[config.mk]
export PLATFORM = sky130hd
export DESIGN_NAME = multidrive_response_parser
export DESIGN_NICKNAME = d
export VERILOG_FILES = /design/src/sv/mdrp_pkg.sv /design/src/sv/mdrp_ram.sv /design/src/sv/multidrive_response_parser.sv
export SDC_FILE = /design/constraint.sdc
export NUM_CORES = 1
export LEC_CHECK = 0
export BUFFER_PORTS_ARGS = -buffer_cell sky130_fd_sc_hd__buf_2
export CORE_ASPECT_RATIO = 0.7
export CORE_MARGIN = 3
export CORE_UTILIZATION = 40
export CTS_CLUSTER_DIAMETER = 120
export DETAILED_ROUTE_END_ITERATION = 7
export SYNTH_ARGS = -nofsm -noshare
export SYNTH_HDL_FRONTEND = slang
export SYNTH_SLANG_ARGS = --single-unit
[constraint.sdc]
create_clock -name clock -period 3.09 [get_ports clock]
set_input_delay 0 -clock clock [delete_from_list [all_inputs] [get_ports clock]]
set_output_delay 0 -clock clock [all_outputs]
set_load 0.01 [all_outputs]
[src/sv/mdrp_pkg.sv]
package mdrp_pkg;

   localparam int RECORD_BYTES = 16;
   localparam int RECORD_WORDS = RECORD_BYTES / 2;
   localparam int LEN_WIDTH = 9;
   localparam logic [LEN_WIDTH-1:0] LEN_MAX = 9'd511;
   localparam logic [LEN_WIDTH-1:0] HEADER_BYTES = 9'd3;
   localparam int EXC_BIT = 7;

   localparam int CSR_INDEX_WIDTH = 3;
   localparam int CSR_DATA_WIDTH = 8;

   localparam logic [CSR_INDEX_WIDTH-1:0] CSR_GROUP_ADDRESS = 3'd0;
   localparam logic [CSR_INDEX_WIDTH-1:0] CSR_EXPECTED_FUNCTION = 3'd1;
   localparam logic [CSR_INDEX_WIDTH-1:0] CSR_DRIVER_COUNT = 3'd2;
   localparam logic [CSR_INDEX_WIDTH-1:0] CSR_FIRST_DRIVER_ID = 3'd3;
   localparam logic [CSR_INDEX_WIDTH-1:0] CSR_SECOND_DRIVER_ID = 3'd4;

   localparam logic [7:0] GROUP_ADDRESS_RESET = 8'h65;
   localparam logic [7:0] FUNC_READ_HOLDING = 8'h03;
   localparam logic [7:0] FUNC_READ_WRITE = 8'h17;

   typedef enum logic [2:0] {
      STAT_OK        = 3'd0,
      STAT_LENGTH    = 3'd1,
      STAT_EXCEPTION = 3'd2,
      STAT_ADDRESS   = 3'd3,
      STAT_FUNCTION  = 3'd4
   } status_type;

   typedef enum logic [1:0] {
      ST_IDLE,
      ST_SIMPLE,
      ST_FETCH,
      ST_EMIT
   } state_type;

endpackage

[src/sv/mdrp_ram.sv]
module mdrp_ram #(
   parameter int WIDTH = 16,
   parameter int DEPTH = 32
) (
   input  logic                     clock,
   input  logic                     wr_en,
   input  logic [$clog2(DEPTH)-1:0] wr_addr,
   input  logic [WIDTH-1:0]         wr_data,
   input  logic                     rd_en,
   input  logic [$clog2(DEPTH)-1:0] rd_addr,
   output logic [WIDTH-1:0]         rd_data
);

   logic [WIDTH-1:0] mem_ff [DEPTH];
   logic [WIDTH-1:0] rd_data_ff;

   always_ff @(posedge clock) begin
      if (wr_en) begin
         mem_ff[wr_addr] <= wr_data;
      end
      if (rd_en) begin
         rd_data_ff <= mem_ff[rd_addr];
      end
   end

   assign rd_data = rd_data_ff;

endmodule

[src/sv/multidrive_response_parser.sv]
// Response frame parser for a group of motor drivers.
// The req channel carries one frame byte per transfer, with req_end_of_frame
// set on the last byte. A byte is taken every cycle; only a final byte waits
// while the results of the previous frame are still being read out.
// The rsp channel carries one result per transfer: an error or empty result
// (one transfer), or one decoded record for each of the first two drivers.
// An error result is loaded into the output register as the final byte is taken,
// or from ST_SIMPLE once a stalled output frees. A record takes eight reads of the
// registered record RAM in ST_FETCH, and ST_EMIT loads it once the last data is in.
// The record RAM holds two banks, so the next frame fills one bank while the
// previous frame is read from the other.
// The csr port writes the address, function code, driver count and two driver ids;
// the user must write it only while no frame is in progress; no check enforces it.
// Reset clears the frame count, the sequencer and the output valid and
// restores the register defaults; the RAM is not cleared.
// When the receiver stalls, the output register holds its result, reading
// stops before the next record is loaded, and non-final bytes are still taken.
module multidrive_response_parser #(
   parameter int MAX_RECORDS = 2
) (
   input  logic                                    clock,
   input  logic                                    reset,
   input  logic                                    req_valid,
   output logic                                    req_ready,
   input  logic [7:0]                              req_rx_byte,
   input  logic                                    req_end_of_frame,
   output logic                                    rsp_valid,
   input  logic                                    rsp_ready,
   output logic [2:0]                              rsp_parse_status,
   output logic [3:0]                              rsp_record_driver,
   output logic [15:0]                             rsp_status_word,
   output logic [15:0]                             rsp_alarm_word,
   output logic signed [15:0]                      rsp_speed_rpm,
   output logic [15:0]                             rsp_bus_voltage,
   output logic [15:0]                             rsp_motor_current,
   output logic signed [31:0]                      rsp_position,
   output logic [15:0]                             rsp_check_word,
   output logic                                    rsp_last_result,
   input  logic                                    csr_write,
   input  logic [mdrp_pkg::CSR_INDEX_WIDTH-1:0]    csr_index,
   input  logic [mdrp_pkg::CSR_DATA_WIDTH-1:0]     csr_wdata
);

   localparam int BUF_BYTES = MAX_RECORDS * mdrp_pkg::RECORD_BYTES;
   localparam int BANK_AW = $clog2(MAX_RECORDS * mdrp_pkg::RECORD_WORDS);
   localparam int RAM_DEPTH = 2 * (2 ** BANK_AW);
   localparam int RAM_AW = BANK_AW + 1;
   localparam int REC_LIMIT = (MAX_RECORDS < 2) ? MAX_RECORDS : 2;

   mdrp_pkg::state_type state_ff, state_in;

   logic [7:0] group_address_ff;
   logic [7:0] expected_function_ff;
   logic [3:0] driver_count_ff;
   logic [3:0] first_driver_id_ff;
   logic [3:0] second_driver_id_ff;

   logic [mdrp_pkg::LEN_WIDTH-1:0] frame_length_ff;
   logic [7:0] header_ff [3];
   logic [7:0] hi_byte_ff;
   logic       bank_ff;
   logic       pend_bank_ff;
   mdrp_pkg::status_type pend_code_ff;
   logic [1:0] nrec_ff;
   logic       rec_ff;
   logic [2:0] rd_cnt_ff;
   logic       rd_pend_ff;
   logic [2:0] rd_idx_ff;
   logic [15:0] words_ff [mdrp_pkg::RECORD_WORDS];
   logic       rsp_valid_ff;

   logic       in_take;
   logic       eof_take;
   logic       out_free;
   logic       load_simple;
   logic       load_record;
   logic       rd_en;
   logic       last_rec;
   logic       len_room;
   logic [mdrp_pkg::LEN_WIDTH-1:0] byte_off;
   logic       in_buffer;
   logic [mdrp_pkg::LEN_WIDTH-1:0] len_final;
   logic [mdrp_pkg::LEN_WIDTH-1:0] len_needed;
   logic [7:0] hdr_addr;
   logic [7:0] hdr_func;
   logic [7:0] hdr_count;
   mdrp_pkg::status_type chk_code;
   logic [1:0] chk_nrec;
   logic       chk_simple;
   logic       ram_wr_en;
   logic [RAM_AW-1:0] ram_wr_addr;
   logic [RAM_AW-1:0] ram_rd_addr;
   logic [15:0] ram_rd_data;

   assign in_take = req_valid && req_ready;
   assign eof_take = in_take && req_end_of_frame;
   assign out_free = !rsp_valid_ff || rsp_ready;
   assign req_ready = !(req_end_of_frame && (state_ff != mdrp_pkg::ST_IDLE));

   assign len_room = frame_length_ff < mdrp_pkg::LEN_MAX;
   assign byte_off = frame_length_ff - mdrp_pkg::HEADER_BYTES;
   assign in_buffer = (frame_length_ff >= mdrp_pkg::HEADER_BYTES) &&
                      (byte_off < mdrp_pkg::LEN_WIDTH'(BUF_BYTES));

   // Header as it stands once the current byte is included.
   assign hdr_addr  = (frame_length_ff == 9'd0) ? req_rx_byte : header_ff[0];
   assign hdr_func  = (frame_length_ff == 9'd1) ? req_rx_byte : header_ff[1];
   assign hdr_count = (frame_length_ff == 9'd2) ? req_rx_byte : header_ff[2];
   assign len_final = len_room ? frame_length_ff + 9'd1 : frame_length_ff;
   assign len_needed = {1'b0, driver_count_ff, 4'b0000} + mdrp_pkg::HEADER_BYTES;

   always_comb begin
      if (len_final < mdrp_pkg::HEADER_BYTES) begin
         chk_code = mdrp_pkg::STAT_LENGTH;
      end else if (hdr_func[mdrp_pkg::EXC_BIT]) begin
         chk_code = mdrp_pkg::STAT_EXCEPTION;
      end else if (hdr_addr != group_address_ff) begin
         chk_code = mdrp_pkg::STAT_ADDRESS;
      end else if (hdr_func != expected_function_ff) begin
         chk_code = mdrp_pkg::STAT_FUNCTION;
      end else if (hdr_count != {driver_count_ff, 4'b0000}) begin
         chk_code = mdrp_pkg::STAT_LENGTH;
      end else if (len_final < len_needed) begin
         chk_code = mdrp_pkg::STAT_LENGTH;
      end else begin
         chk_code = mdrp_pkg::STAT_OK;
      end
   end

   assign chk_nrec = (driver_count_ff < 4'(REC_LIMIT)) ? driver_count_ff[1:0] : 2'(REC_LIMIT);
   assign chk_simple = (chk_code != mdrp_pkg::STAT_OK) || (chk_nrec == 2'd0);
   assign last_rec = ({1'b0, rec_ff} + 2'd1) == nrec_ff;

   always_ff @(posedge clock) begin
      if (reset) begin
         state_ff <= mdrp_pkg::ST_IDLE;
      end else begin
         state_ff <= state_in;
      end
   end

   always_comb begin
      state_in = state_ff;
      load_simple = 1'b0;
      load_record = 1'b0;
      rd_en = 1'b0;
      unique case (state_ff)
         mdrp_pkg::ST_IDLE: begin
            if (eof_take) begin
               if (!chk_simple) begin
                  state_in = mdrp_pkg::ST_FETCH;
               end else if (out_free) begin
                  load_simple = 1'b1;
               end else begin
                  state_in = mdrp_pkg::ST_SIMPLE;
               end
            end
         end
         mdrp_pkg::ST_SIMPLE: begin
            if (out_free) begin
               load_simple = 1'b1;
               state_in = mdrp_pkg::ST_IDLE;
            end
         end
         mdrp_pkg::ST_FETCH: begin
            rd_en = 1'b1;
            if (rd_cnt_ff == 3'd7) begin
               state_in = mdrp_pkg::ST_EMIT;
            end
         end
         mdrp_pkg::ST_EMIT: begin
            if (out_free && !rd_pend_ff) begin
               load_record = 1'b1;
               state_in = last_rec ? mdrp_pkg::ST_IDLE : mdrp_pkg::ST_FETCH;
            end
         end
         default: begin
            state_in = mdrp_pkg::ST_IDLE;
         end
      endcase
   end

   always_ff @(posedge clock) begin
      if (reset) begin
         group_address_ff <= mdrp_pkg::GROUP_ADDRESS_RESET;
         expected_function_ff <= mdrp_pkg::FUNC_READ_HOLDING;
         driver_count_ff <= 4'd2;
         first_driver_id_ff <= 4'd1;
         second_driver_id_ff <= 4'd2;
         frame_length_ff <= '0;
         bank_ff <= 1'b0;
         rec_ff <= 1'b0;
         rd_cnt_ff <= '0;
         rd_pend_ff <= 1'b0;
         rsp_valid_ff <= 1'b0;
      end else begin
         if (csr_write) begin
            unique case (csr_index)
               mdrp_pkg::CSR_GROUP_ADDRESS:     group_address_ff <= csr_wdata;
               mdrp_pkg::CSR_EXPECTED_FUNCTION: expected_function_ff <= csr_wdata;
               mdrp_pkg::CSR_DRIVER_COUNT:      driver_count_ff <= csr_wdata[3:0];
               mdrp_pkg::CSR_FIRST_DRIVER_ID:   first_driver_id_ff <= csr_wdata[3:0];
               mdrp_pkg::CSR_SECOND_DRIVER_ID:  second_driver_id_ff <= csr_wdata[3:0];
               default: begin
               end
            endcase
         end
         if (eof_take) begin
            frame_length_ff <= '0;
            bank_ff <= ~bank_ff;
            rec_ff <= 1'b0;
            rd_cnt_ff <= '0;
         end else if (in_take && len_room) begin
            frame_length_ff <= frame_length_ff + 9'd1;
         end
         if (rd_en) begin
            rd_cnt_ff <= rd_cnt_ff + 3'd1;
         end
         if (load_record) begin
            rec_ff <= ~rec_ff;
         end
         rd_pend_ff <= rd_en;
         if (load_simple || load_record) begin
            rsp_valid_ff <= 1'b1;
         end else if (rsp_ready) begin
            rsp_valid_ff <= 1'b0;
         end
      end
   end

   always_ff @(posedge clock) begin
      if (in_take && len_room) begin
         if (frame_length_ff < mdrp_pkg::HEADER_BYTES) begin
            header_ff[frame_length_ff[1:0]] <= req_rx_byte;
         end
         if (in_buffer && !byte_off[0]) begin
            hi_byte_ff <= req_rx_byte;
         end
      end
      if (eof_take) begin
         pend_code_ff <= chk_code;
         nrec_ff <= chk_nrec;
         pend_bank_ff <= bank_ff;
      end
      rd_idx_ff <= rd_cnt_ff;
      if (rd_pend_ff) begin
         words_ff[rd_idx_ff] <= ram_rd_data;
      end
      if (load_simple) begin
         rsp_parse_status <= (state_ff == mdrp_pkg::ST_IDLE) ? chk_code : pend_code_ff;
         rsp_record_driver <= '0;
         rsp_status_word <= '0;
         rsp_alarm_word <= '0;
         rsp_speed_rpm <= '0;
         rsp_bus_voltage <= '0;
         rsp_motor_current <= '0;
         rsp_position <= '0;
         rsp_check_word <= '0;
         rsp_last_result <= 1'b1;
      end else if (load_record) begin
         rsp_parse_status <= mdrp_pkg::STAT_OK;
         rsp_record_driver <= rec_ff ? second_driver_id_ff : first_driver_id_ff;
         rsp_status_word <= words_ff[0];
         rsp_alarm_word <= words_ff[1];
         rsp_speed_rpm <= $signed(words_ff[2]);
         rsp_bus_voltage <= words_ff[3];
         rsp_motor_current <= words_ff[4];
         rsp_position <= $signed({words_ff[5], words_ff[6]});
         rsp_check_word <= words_ff[7];
         rsp_last_result <= last_rec;
      end
   end

   // Bytes are paired into big-endian words; the odd byte of a pair writes the word.
   assign ram_wr_en = in_take && len_room && in_buffer && byte_off[0];
   assign ram_wr_addr = {bank_ff, byte_off[BANK_AW:1]};
   assign ram_rd_addr = {pend_bank_ff, BANK_AW'({rec_ff, rd_cnt_ff})};

   mdrp_ram #(
      .WIDTH(16),
      .DEPTH(RAM_DEPTH)
   ) u_record_ram (
      .clock   (clock),
      .wr_en   (ram_wr_en),
      .wr_addr (ram_wr_addr),
      .wr_data ({hi_byte_ff, req_rx_byte}),
      .rd_en   (rd_en),
      .rd_addr (ram_rd_addr),
      .rd_data (ram_rd_data)
   );

   assign rsp_valid = rsp_valid_ff;

endmodule

# Word-level counts from Yosys, hierarchy flattened
# Memory sizes are Yosys's and may differ from the RTL's. A register that Yosys moved wholly into a read port is not among the register bits.
# Index checks and enable logic that the tools add are counted.
dict set report totals {
  regBits 71
  mem_bits_rw 664
  inputBits 25
  output_inout_bits 138
  n_memories 3
}
# memory depth width read_ports rd_clocked_by_memory_dff wr line_no
set memory_table {}
lappend memory_table {u_record_ram.mem_ff 32 16 1 1 1 mdrp_ram.sv:14} ;# logic [WIDTH-1:0] mem_ff [DEPTH];
lappend memory_table {words_ff 8 16 8 8 1 multidrive_response_parser.sv:69} ;# logic [15:0] words_ff [mdrp_pkg::RECORD_WORDS];
lappend memory_table {header_ff 3 8 3 0 1 multidrive_response_parser.sv:59} ;# logic [7:0] header_ff [3];
dict set report classes {
  add_sub_neg 5
  magnitude_cmp 7
  n_eq_ne 19
  muxes 43
  bitwise 2
  reduce_logical 34
}
# op count
set ops {}
lappend ops {{3-bit 2-to-1 mux} 9}
lappend ops {{8-bit 2-to-1 mux} 3}
lappend ops {{8-bit inequality test} 3}
lappend ops {{1-bit 2-to-1 mux} 19}
lappend ops {{9-bit by 2-bit < comparator with 1-bit output, second input constant} 2}
lappend ops {{2-bit 2-to-1 mux} 8}
lappend ops {{2-bit AND reduction} 6}
lappend ops {{2-bit nonzero test} 5}
lappend ops {{8-bit by 2-bit adder with 9-bit output, second input constant} 1}
lappend ops {{9-bit by 1-bit adder with 9-bit output, second input constant} 1}
lappend ops {{9-bit by 1-bit equality test with 1-bit output, second input constant} 1}
lappend ops {{9-bit by 2-bit equality test with 1-bit output, second input constant} 1}
lappend ops {{9-bit by 2-bit >= comparator with 1-bit output, second input constant} 1}
lappend ops {{1-bit logical AND} 9}
lappend ops {{9-bit zero test} 1}
lappend ops {{9-bit by 6-bit < comparator with 1-bit output, second input constant} 1}
lappend ops {{9-bit < comparator} 1}
lappend ops {{9-bit < comparator, second input constant} 1}
lappend ops {{9-bit 2-to-1 mux} 1}
lappend ops {{9-bit by 2-bit subtractor with 9-bit output, second input constant} 1}
lappend ops {{2-bit inequality test, second input constant} 4}
lappend ops {{2-bit one-hot mux with 4 select lines} 1}
lappend ops {{3-bit by 2-bit equality test with 1-bit output, second input constant} 2}
lappend ops {{3-bit equality test, second input constant} 2}
lappend ops {{other kinds (18)} 26}

# Logic depth before layout (Yosys ltp)
# Gate-level depths: netlist (run 1).
dict set report depth {
  depth_word 16
  ltp_mapped 16
  mapped_depth_nobuf 12
}

# Hierarchy
# Synthesis (run 1) repeated with hierarchy kept, for this count alone.
dict set report unflattened {
  hier_cells 2306
  area_unflattened_um2 33739.9
}
# module instances cells_each area_per_inst_um2 seq_area_each_um2
set by_module_without_submodules {}
lappend by_module_without_submodules {mdrp_ram 1 1143 20694.8 15855.2}
lappend by_module_without_submodules {multidrive_response_parser 1 1163 13045.0 8718.4}

# Least setup slack after synthesis (run 1)
# Ideal clock, no wire load.
dict set report synth_timing {
  path_type {register to register}
  startpoint {register frame_length_ff[2] (netlist name)}
  endpoint {register rsp_parse_status[0], data pin}
  arrival_time_ps 3136
  t_required_ps 2834
  path_slack_ps -302
  path_stages_with_launch 14
  cell_sequence {dfxtp_1 clkbuf_1 nand3_1 nor2_1 nand2_1 a21o_1 ha_1 o2111ai_1 o211a_1 or4_4 o21a_1 buf_6 buf_6 a31o_2}
}
dict set report synth_via {
  elab_chain_cells 15
}
# item line_no
set synth_lines {}
lappend synth_lines {{start: declaration} multidrive_response_parser.sv:58} ;# logic [mdrp_pkg::LEN_WIDTH-1:0] frame_length_ff;
lappend synth_lines {{start signal: assignment} multidrive_response_parser.sv:214} ;# frame_length_ff <= frame_length_ff + 9'd1;
lappend synth_lines {{9-bit by 1-bit adder with 9-bit output / 9-bit < comparator (equally long branches)} {multidrive_response_parser.sv:109, multidrive_response_parser.sv:100}}
lappend synth_lines {{9-bit 2-to-1 mux} multidrive_response_parser.sv:109} ;# assign len_final = len_room ? frame_length_ff + 9'd1 : frame_length_ff;
lappend synth_lines {{9-bit < comparator} multidrive_response_parser.sv:123} ;# end else if (len_final < len_needed) begin
lappend synth_lines {{1-bit 2-to-1 mux} multidrive_response_parser.sv:123}
lappend synth_lines {{1-bit 2-to-1 mux} multidrive_response_parser.sv:121} ;# end else if (hdr_count != {driver_count_ff, 4'b0000}) begin
lappend synth_lines {{3-bit 2-to-1 mux} multidrive_response_parser.sv:119} ;# end else if (hdr_func != expected_function_ff) begin
lappend synth_lines {{3-bit 2-to-1 mux} multidrive_response_parser.sv:117} ;# end else if (hdr_addr != group_address_ff) begin
lappend synth_lines {{3-bit 2-to-1 mux} multidrive_response_parser.sv:115} ;# end else if (hdr_func[mdrp_pkg::EXC_BIT]) begin
lappend synth_lines {{3-bit 2-to-1 mux (*)} multidrive_response_parser.sv:113} ;# if (len_final < mdrp_pkg::HEADER_BYTES) begin
lappend synth_lines {{3-bit nonzero test} multidrive_response_parser.sv:131} ;# assign chk_simple = (chk_code != mdrp_pkg::STAT_OK) || (chk_nrec == 2'd0);
lappend synth_lines {{1-bit logical OR} multidrive_response_parser.sv:131}
lappend synth_lines {{1-bit 2-to-1 mux} multidrive_response_parser.sv:150} ;# if (!chk_simple) begin
lappend synth_lines {{1-bit 2-to-1 mux} multidrive_response_parser.sv:149} ;# if (eof_take) begin
lappend synth_lines {{1-bit one-hot mux with 2 select lines} multidrive_response_parser.sv:147} ;# unique case (state_ff)
lappend synth_lines {{3-bit 2-to-1 mux (*)} multidrive_response_parser.sv:249} ;# if (load_simple) begin
lappend synth_lines {{end signal: assignment} multidrive_response_parser.sv:250} ;# rsp_parse_status <= (state_ff == mdrp_pkg::ST_IDLE) ? chk_code : pend_code_ff;
lappend synth_lines {{end signal: assignment} multidrive_response_parser.sv:261} ;# rsp_parse_status <= mdrp_pkg::STAT_OK;
lappend synth_lines {{end: declaration} multidrive_response_parser.sv:29} ;# output logic [2:0] rsp_parse_status,
# Mark *: on every way between the ends. The rest lies on a longest branch, timed or not.
# A chain may end at the register's enable or synchronous reset.

# Worst setup path in the final report (run 1)
dict set report layout_timing {
  startpoint {register frame_length_ff[0] (netlist name)}
  endpoint {register rsp_alarm_word[6], read port of words_ff}
}
dict set report layout_via {
  elab_chain_cells 14
}
# item line_no
set layout_lines {}
lappend layout_lines {{9-bit by 1-bit adder with 9-bit output / 9-bit < comparator (equally long branches)} {multidrive_response_parser.sv:109, multidrive_response_parser.sv:100}}
lappend layout_lines {{9-bit 2-to-1 mux} multidrive_response_parser.sv:109}
lappend layout_lines {{9-bit < comparator} multidrive_response_parser.sv:123}
lappend layout_lines {{1-bit 2-to-1 mux} multidrive_response_parser.sv:123}
lappend layout_lines {{1-bit 2-to-1 mux} multidrive_response_parser.sv:121}
lappend layout_lines {{3-bit 2-to-1 mux} multidrive_response_parser.sv:119}
lappend layout_lines {{3-bit 2-to-1 mux} multidrive_response_parser.sv:117}
lappend layout_lines {{3-bit 2-to-1 mux} multidrive_response_parser.sv:115}
lappend layout_lines {{3-bit 2-to-1 mux (*)} multidrive_response_parser.sv:113}
lappend layout_lines {{3-bit nonzero test (*)} multidrive_response_parser.sv:131}
lappend layout_lines {{1-bit logical OR (*)} multidrive_response_parser.sv:131}
lappend layout_lines {{1-bit 2-to-1 mux (*)} multidrive_response_parser.sv:150}
lappend layout_lines {{1-bit 2-to-1 mux (*)} multidrive_response_parser.sv:149}
lappend layout_lines {{1-bit one-hot mux with 2 select lines (*)} multidrive_response_parser.sv:147}
lappend layout_lines {{end: declaration} multidrive_response_parser.sv:32} ;# output logic [15:0] rsp_alarm_word,
# Marks and branches as above.

==> results of run 1 <==
metrics by stage:
stage | util (%) | power [mW] | setup slack [ns] | hold slack [ns]
after floorplan | - | 14.2 | -0.0165 | 0.0989
after global placement | 44.6 | 14.8 | -0.147 | 0.243
after detailed placement | 44.6 | 14.8 | -0.147 | 0.246
after CTS | 48.3 | 25.0 | -0.0437 | 0.0171
after global routing | 48.4 | 25.6 | -0.156 | 0.0887
final | 48.4 | 24.8 | -0.0464 | 0.0767
final cells by class:
class | instances | share of cell area [%]
flip-flops and latches | 879 | 60.1
diodes | 1 | 0.00612
inverters | 22 | 0.208
multi-input cells | 987 | 22.5
well taps | 1137 | 3.48
clock inverters | 40 | 1.32
clock buffers | 102 | 5.25
repair buffers | 354 | 7.11
final timing paths:
check / from / endpoint / cells after the start
worst max-delay path: frame_length_ff[0] / rsp_alarm_word[6] / 10
worst min-delay path: csr_write / first_driver_id_ff[0] / 4
worst max register to register: frame_length_ff[0] / rsp_alarm_word[6] / 10
worst min register to register: first_driver_id_ff[0] / first_driver_id_ff[0] / 1
registers in the layout, indices dropped and copies added, names as in the netlist, 8 cells and up:
name / flops
u_record_ram.mem_ff: 512
hi_byte_ff: 8
rsp_check_word: 16
header_ff: 24
rsp_bus_voltage: 16
group_address_ff: 8
rsp_status_word: 16
u_record_ram.rd_data: 16
frame_length_ff: 9
expected_function_ff: 8
rsp_alarm_word: 16
rsp_motor_current: 16
words_ff: 128
rsp_speed_rpm: 16
rsp_position: 32
per-layer routing:
| metal | GRT usage (%) | part of all wire, % | vias to the layer above |
|---|---|---|---|
| met5 | 0 | 0 | - |
| met4 | 4.43 | 2.0 | 0 |
| met3 | 3.80 | 6.4 | 103 |
| met2 | 28.9 | 46 | 572 |
| met1 | 29.0 | 46 | 10200 |
| li1 | - | - | 8537 |
cells in the final DEF (no fill, tap or decap), types with 5 or more instances in the layout:
cell type and instances:
sky130_fd_sc_hd__o211ai_1 133, sky130_fd_sc_hd__mux2_2 17, sky130_fd_sc_hd__nand2_1 61, sky130_fd_sc_hd__clkinvlp_4 6, sky130_fd_sc_hd__dfxtp_2 5, sky130_fd_sc_hd__clkinv_1 7, sky130_fd_sc_hd__dfxtp_1 173, sky130_fd_sc_hd__nor3_1 9
sky130_fd_sc_hd__inv_1 21, sky130_fd_sc_hd__and2_1 6, sky130_fd_sc_hd__edfxtp_1 697, sky130_fd_sc_hd__clkbuf_1 17, sky130_fd_sc_hd__a21oi_2 64, sky130_fd_sc_hd__clkbuf_16 81, sky130_fd_sc_hd__bufinv_16 11, sky130_fd_sc_hd__a21oi_1 90
sky130_fd_sc_hd__dlygate4sd3_1 38, sky130_fd_sc_hd__nor2_2 5, sky130_fd_sc_hd__xnor2_1 23, sky130_fd_sc_hd__buf_4 107, sky130_fd_sc_hd__ha_1 6, sky130_fd_sc_hd__mux2i_1 29, sky130_fd_sc_hd__buf_12 44, sky130_fd_sc_hd__clkinv_2 8
sky130_fd_sc_hd__nand3_1 28, sky130_fd_sc_hd__nor2_1 80, sky130_fd_sc_hd__nor2b_1 8, sky130_fd_sc_hd__o21ai_0 15, sky130_fd_sc_hd__xor2_1 6, sky130_fd_sc_hd__mux4_2 160, sky130_fd_sc_hd__a31oi_1 6, sky130_fd_sc_hd__buf_2 162
sky130_fd_sc_hd__nand2b_1 148
where the power goes:
part	internal (mW)	switching (mW)	leakage (nW)
combinational	0.651	0.882	4.94
clock	5.88	4.36	1.29
sequential	12.9	0.182	7.75
total	19.4	5.42	14.0
worst max-delay path: cells and delay by family, from the launching register on:
family,cells,cell delay [ns]
flops,1,0.37
simple gates,3,1.51
compound gates,4,0.74
fa+ha+maj,1,0.13
buf+inv,2,0.28
cells by family after synthesis:
logic type                 after synthesis  synth area share [%]
adders and majority gates               10                 0.366
muxes                                  206                  11.9
DFF                                    879                  71.8
AOI/OAI and AO/OA                      350                  7.18
and+or+nand+nor                        392                  6.04
xor gates and xnor gates                29                 0.742
buffers and inverters                  157                  1.91
what timing repair did:
| item | CTS | global route |
|---|---|---|
| hold buffers | 38 | 0 |
| resized for setup | 13 | 20 |
| endpoints found under the setup margin | 138 | 641 |
| gates cloned | 0 | 0 |
| endpoints found under the hold margin | 232 | 0 |
| pin swaps | 2 | 1 |
| buffers inserted | 0 | 2 |
==> results.md, run 1 <==
* CTS Buffer Depth at 3
* Max cap viols at 0
* Setup repair after global routing missed its margin: true
* Total die area at 89100 um2
* Post-route cell area at 40900 um2
* Number of remaining DRC errors at 0
* Final cell count without fillers at around 3500
* Y dimension of the die at 251 um
* Power density cells at around 610 nW/um2
* Post-synthesis cell count at 2023
* Initial DRC count at around 1900
* Slowest cell on crit path: sky130_fd_sc_hd__or4_4
* Tot GR Track Use at between 10% and 20%
* Fraction of post-synthesis cell area in the top cell type by area at 61.2%
* Top fanout value on the critical path at between 40 and 50
* Number of primary I/O pins at around 160
* Number of antenna violations at the first check in global routing at 1
* Result of the run: finished, violations left
* Area of all sequential standard cells at approximately 25000 um2
* Fraction of final layout cells sized beyond drive strength 1 at 30.5%
* Inserted Clock Buffers at 80
* Horiz. Die Dim at approximately 360 um
* Highest clock frequency the design can meet at 0.319 GHz
* Synth Area per Inst at approximately 17 um2
* Nets at between 2000 and 2500
* Starting density of the core at between 40% and 50%
* Number of global-route vias before repair at between 15000 and 20000
* Routed length per placed instance at ~24 um
* Final estimated routing congestion in global placement at approximately 0.83
* Setup skew after layout at approximately 0.019 ns
* Distinct cell type count of the synthesized netlist at 58
* Clock latency on the worst-skew pair at about 0.64 ns
* Slew at the pin with the worst max-slew slack at between 1 and 1.5 ns
* Count of nets left with antenna violations after detail routing at 0
* Tightest slew margin relative to the limit at 17.2%
* Worst Setup End Kind: flip-flop
* CP max stage delay at 0.56 ns
* Async S/R FF share, synth at 0%
* Post-route setup slack at -0.0464 ns
* Sum of overflow across all layers after global routing at 0
* R2R Setup Slk at -0.05 ns
* Clock tree root driver cell: sky130_fd_sc_hd__clkbuf_16
* DR vias at between 15000 and 20000
* Flip-flop and latch count after synthesis at 879
* Pin count of the biggest net entering global routing at ~170
* CTS HTree Levels at 3
* Dpl cell area at around 38000 um2
* Slew Viols, Final at 0
* Vias/cell at 5.51
* Number of optimization iterations in the first detailed-route pass at 8
* Layout overhead on the synthesized area at 19.5%
* Kind of critical path: flip-flop to flip-flop
* Sequential area share after synthesis at a little under three quarters
* Number of enable-type register cells in the synthesized netlist at about 700
* Clock-pin slew on the worst setup and hold paths at about 0.07 ns
* Detailed Route WL at about 86000 um
* Cell type contributing the most total cell area after synthesis: sky130_fd_sc_hd__edfxtp_1
* DP HPWL at approximately 54000 um
* Kind of path behind the tightest hold check: primary input to flip-flop
* Buffers added on ports at roughly 160
* First-pass GRT wire length at 127000 um
* Most numerous cell in the Yosys netlist: sky130_fd_sc_hd__edfxtp_1
* Part of the cycle the worst path needs at 102%
* Number of placement rows at about 90
* Area of the multi-input gates at about 9200 um2
* Total negative slack at -1.02 ns
* Cell area after technology mapping at 34200 um2
* Cell types occupying the most area after synthesis: sky130_fd_sc_hd__edfxtp_1, sky130_fd_sc_hd__dfxtp_1, sky130_fd_sc_hd__mux4_2, sky130_fd_sc_hd__o211ai_1, sky130_fd_sc_hd__nand2b_1
* Most frequently used flop master after synthesis: sky130_fd_sc_hd__edfxtp_1
* CP startpoint kind: flip-flop
* Setup-failing EPs final at 62
* Total number of yosys warnings at 0
* Number of cells after detailed placement at around 3300
* Fin crit period at between 3 and 4 ns
* Leading post-synthesis cells by instance count: sky130_fd_sc_hd__edfxtp_1, sky130_fd_sc_hd__dfxtp_1, sky130_fd_sc_hd__mux4_2, sky130_fd_sc_hd__nand2b_1, sky130_fd_sc_hd__o211ai_1
* Most Frequent Cell on Critical Path: sky130_fd_sc_hd__or4_4
* Number of hold violations in the final report at 0
* Peak supply drop at 0.000375 V
* Leakage at 14.0 nW
* Required time reported for the critical path endpoint at around 3.7 ns
* CP Data Arrival Time at 3.70 ns
* Standard cell core area at ~85000 um2
* CTS tree: done
* Number of fill cells at between 7000 and 8000
* Synthesized netlist net count at 2058
* TritonCTS sink count at just under 900
* Violations in the final reports: setup timing
* Critical path, cell by cell: inv_4, ha_4, or4b_4, o41ai_2, a31oi_1, or4_4, or4_4, o21a_4, buf_12, a21oi_1
(Power assumes the default switching activity.)
==> run 2: changes to the inputs <==
--- a/config.mk
+++ b/config.mk
@@ -11,6 +11,7 @@
 export CORE_UTILIZATION = 40
 export CTS_CLUSTER_DIAMETER = 120
 export DETAILED_ROUTE_END_ITERATION = 7
+export SLEW_MARGIN = 15
 export SYNTH_ARGS = -nofsm -noshare
 export SYNTH_HDL_FRONTEND = slang
 export SYNTH_SLANG_ARGS = --single-unit
==> constraint.sdc (replaced) <==
create_clock -name clock -period 3.1 [get_ports clock]
set_input_delay 0 -clock clock [delete_from_list [all_inputs] [get_ports clock]]
set_output_delay 0 -clock clock [all_outputs]
set_load 0.01 [all_outputs]
==> run 2 against run 1 <==
Net effect: first-iteration DRC count increased by 0.57%; via count decreased by 0.17%; worst hold slack improved by 0.14 ns; critical path depth decreased by 1; total power decreased by 1.9%; combinational power about the same; critical endpoint unchanged; the run still ends with setup timing left; setup slack improved by 0.011 ns; highest routed layer is now met5; clock skew decreased by 0.0013 ns; register-to-register slack about the same; flip-flop and latch count unchanged; core utilization decreased by 0.24 points.
==> results.md, run 2 (synthesis gave the netlist of run 1 again) <==
* Required time reported for the critical path endpoint at 3.65 ns (about the same)
* Commonest cells after routing, fill and taps aside: sky130_fd_sc_hd__edfxtp_1, sky130_fd_sc_hd__dfxtp_1, sky130_fd_sc_hd__buf_2 (unchanged)
* CTS HTree Levels at 3 (unchanged)
* Horiz. Die Dim at 356 um (unchanged)
* Post-route core utilization at 48.2% (was 48.4%)
* Clock share of power at 40.3% (was 41.2%)
* Vias/cell at 5.51 (about the same)
* TritonCTS sink count at 879 (unchanged)
* DP HPWL at 53500 um (was 53900 um)
* Largest register by flop count: u_record_ram.mem_ff (unchanged)
* Combinational Power Share at 6.3% (was 6.2%)
* Routed length per placed instance at 24.2 um (was 24.4 um)
* Leakage at 13.9 nW (was 14.0 nW)
* Final estimated routing congestion in global placement at 0.825 (was 0.835)
* Setup-failing EPs final at 25 (was 62)
* Buffers added on ports at 162 (unchanged)
* Clock latency on the worst-skew pair at 0.63 ns (was 0.64 ns)
* Starting density of the core at 40.5% (unchanged)
* Setup repair after global routing missed its margin: true (unchanged)
* Largest registers: u_record_ram.mem_ff: 512 flops, words_ff: 128 flops, rsp_position: 32 flops (unchanged)
* Clock-pin slew on the worst setup and hold paths at 0.07 ns (about the same)
* Worst Setup End Kind: flip-flop (unchanged)
* Top fanout value on the critical path at 41 (unchanged)
* Power density cells at 598 nW/um2 (was 607 nW/um2)
* Y dimension of the die at 251 um (unchanged)
* First-pass GRT wire length at 126000 um (was 127000 um)
* Kind of path behind the tightest hold check: primary input to flip-flop (unchanged)
* Worst slack, placed at -0.0909 ns (was -0.147 ns)
* Violations in the final reports: setup timing (unchanged)
* Sum of overflow across all layers after global routing at 0 (unchanged)
* Number of primary I/O pins at 163 (unchanged)
* Dpl cell area at 37700 um2 (about the same)
* Number of fill cells at 6981 (was 7065)
* CP Data Arrival Time at 3.69 ns (was 3.70 ns)
* Switching part of the total power at 21.9% (was 21.8%)
* Antenna Diode Count at 0 (was 1)
* Max cap viols at 0 (unchanged)
* Detailed Route WL at 85200 um (was 85900 um)
* Inserted Clock Buffers at 78 (was 80)
* Part of the cycle the worst path needs at 101% (was 102%)
* Pin count of the biggest net entering global routing at 168 (unchanged)
* Fin crit period at 3.14 ns (about the same)
* Post-CTS repair timing setup buffer count at 0 (unchanged)
* Power share of the sequential group at 53.4% (was 52.6%)
* Highest clock frequency the design can meet at 0.319 GHz (about the same)
* Tightest slew margin relative to the limit at 27.7% (was 17.2%)
* Number of remaining DRC errors at 0 (unchanged)
* Count of nets left with antenna violations after detail routing at 0 (unchanged)
* Standard cell core area at 84500 um2 (unchanged)
* Slew at the pin with the worst max-slew slack at 1.08 ns (was 1.24 ns)
* Post-route setup slack at -0.0351 ns (was -0.0464 ns)
* Total die area at 89100 um2 (unchanged)
* Tot GR Track Use at 19.0% (was 19.2%)
* Number of global-route vias before repair at 19184 (was 19304)
* Int Power at 19.0 mW (was 19.4 mW)
* Most frequent standard cell in the layout excluding fill and tap cells: sky130_fd_sc_hd__edfxtp_1 (unchanged)
* Peak supply drop at 0.000393 V (was 0.000375 V)
* Kind of critical path: flip-flop to flip-flop (unchanged)
* Clock tree root driver cell: sky130_fd_sc_hd__clkbuf_16 (unchanged)
* Number of placement rows at 89 (unchanged)
* Net switching power figure at 5.33 mW (was 5.42 mW)
* Number of hold violations in the final report at 0 (unchanged)
* Flip-flop count of the largest register, all copies and words added at 512 (unchanged)
* Setup skew after layout at 0.0181 ns (was 0.0194 ns)
* Number of optimization iterations in the first detailed-route pass at 5 (was 8)
* CP startpoint kind: flip-flop (unchanged)
* Initial DRC count at 1942 (was 1931)
* CTS Buffer Depth at 3 (unchanged)
* DR vias at 19379 (was 19412)
* R2R Setup Slk at -0.04 ns (was -0.05 ns)
* Layout overhead on the synthesized area at 18.9% (was 19.5%)
* Nets at 2353 (was 2359)
* Result of the run: finished, violations left (unchanged)
* Number of antenna violations at the first check in global routing at 4 (was 1)
* Fraction of final layout cells sized beyond drive strength 1 at 30.1% (was 30.5%)
* CTS tree: done (unchanged)
* Slew Viols, Final at 0 (unchanged)
* Post-route cell area at 40700 um2 (was 40900 um2)
==> run 2: cell types whose count changed in the layout (fill, tap and decap cells not counted), sizes merged, moves of 2 or more <==
| cell | previous run | this run |
|---|---|---|
| buf | 316 | 313 |
| clkinv | 18 | 29 |
| clkinvlp | 6 | 4 |
| inv | 27 | 25 |
| bufinv | 11 | 5 |
==> run 2: area by class of cell <==
class | count | area (um2) | area share [%]
Clock buffer | 102 | 2240 | 5.50
Inverter | 22 | 85.1 | 0.209
Sequential cell | 879 | 24600 | 60.4
Timing Repair Buffer | 350 | 2880 | 7.07
Tap cell | 1137 | 1420 | 3.50
Clock inverter | 41 | 350 | 0.861
Multi-Input combinational cell | 987 | 9130 | 22.4
==> run 2: worst max-delay path: stages, from the launching register on <==
cell and delay, ns:
sky130_fd_sc_hd__dfxtp_4 0.40, sky130_fd_sc_hd__ha_4 0.15, sky130_fd_sc_hd__or4b_4 0.49, sky130_fd_sc_hd__o41ai_1 0.33, sky130_fd_sc_hd__a31oi_1 0.08, sky130_fd_sc_hd__or4_4 0.44, sky130_fd_sc_hd__or4_4 0.47, sky130_fd_sc_hd__o21a_4 0.30
sky130_fd_sc_hd__buf_12 0.22, sky130_fd_sc_hd__a21oi_2 0.16
==> run 2: metal layers <==
layer	global-route usage [%]	vias up	share of wire, %	wire (um)
li1	-	8533	-	-
met1	28.8	10108	46	38900
met2	28.3	635	45	38600
met3	4.05	101	7.4	6320
met4	4.03	2	1.6	1380
met5	0	-	0.0082	7
==> run 2: power groups by stage <==
| stage | logic, mW | clock network, mW | registers, mW |
|---|---|---|---|
| 2_1_floorplan | 0.899 | 0 | 13.2 |
| 3_3_place_gp | 1.47 | 0 | 13.3 |
| 3_5_place_dp | 1.49 | 0 | 13.3 |
| 4_1_cts | 1.53 | 10.0 | 13.0 |
| 5_1_grt | 1.64 | 10.5 | 13.0 |
| 6_report | 1.52 | 9.82 | 13.0 |
==> run 2: what timing repair did <==
| action | CTS | global route |
|---|---|---|
| endpoints found under the setup margin | 120 | 537 |
| resized for setup | 11 | 8 |
| hold buffers | 37 | 0 |
| hold endpoints to repair | 237 | 0 |
==> run 2: worst paths after layout <==
path | start | cells after the start | end
worst max-delay path | frame_length_ff[1] | 9 | rsp_alarm_word[6]
worst min-delay path | csr_wdata[4] | 4 | expected_function_ff[4]
worst max register to register | frame_length_ff[1] | 9 | rsp_alarm_word[6]
worst min register to register | first_driver_id_ff[0] | 1 | first_driver_id_ff[0]
==> run 2: per-stage QoR <==
step | hold slack (ns) | power (mW) | TNS, ns | std cells
6_report | 0.218 | 24.3 | -0.268 | 3518
5_1_grt | 0.220 | 25.2 | -13.76 | 3518
4_1_cts | 0.181 | 24.6 | -0.0188 | 3517
3_5_place_dp | 0.253 | 14.8 | -3.65 | 3337
3_3_place_gp | 0.242 | 14.7 | -0.641 | 3337
2_1_floorplan | 0.0989 | 14.1 | -0.0130 | 2023
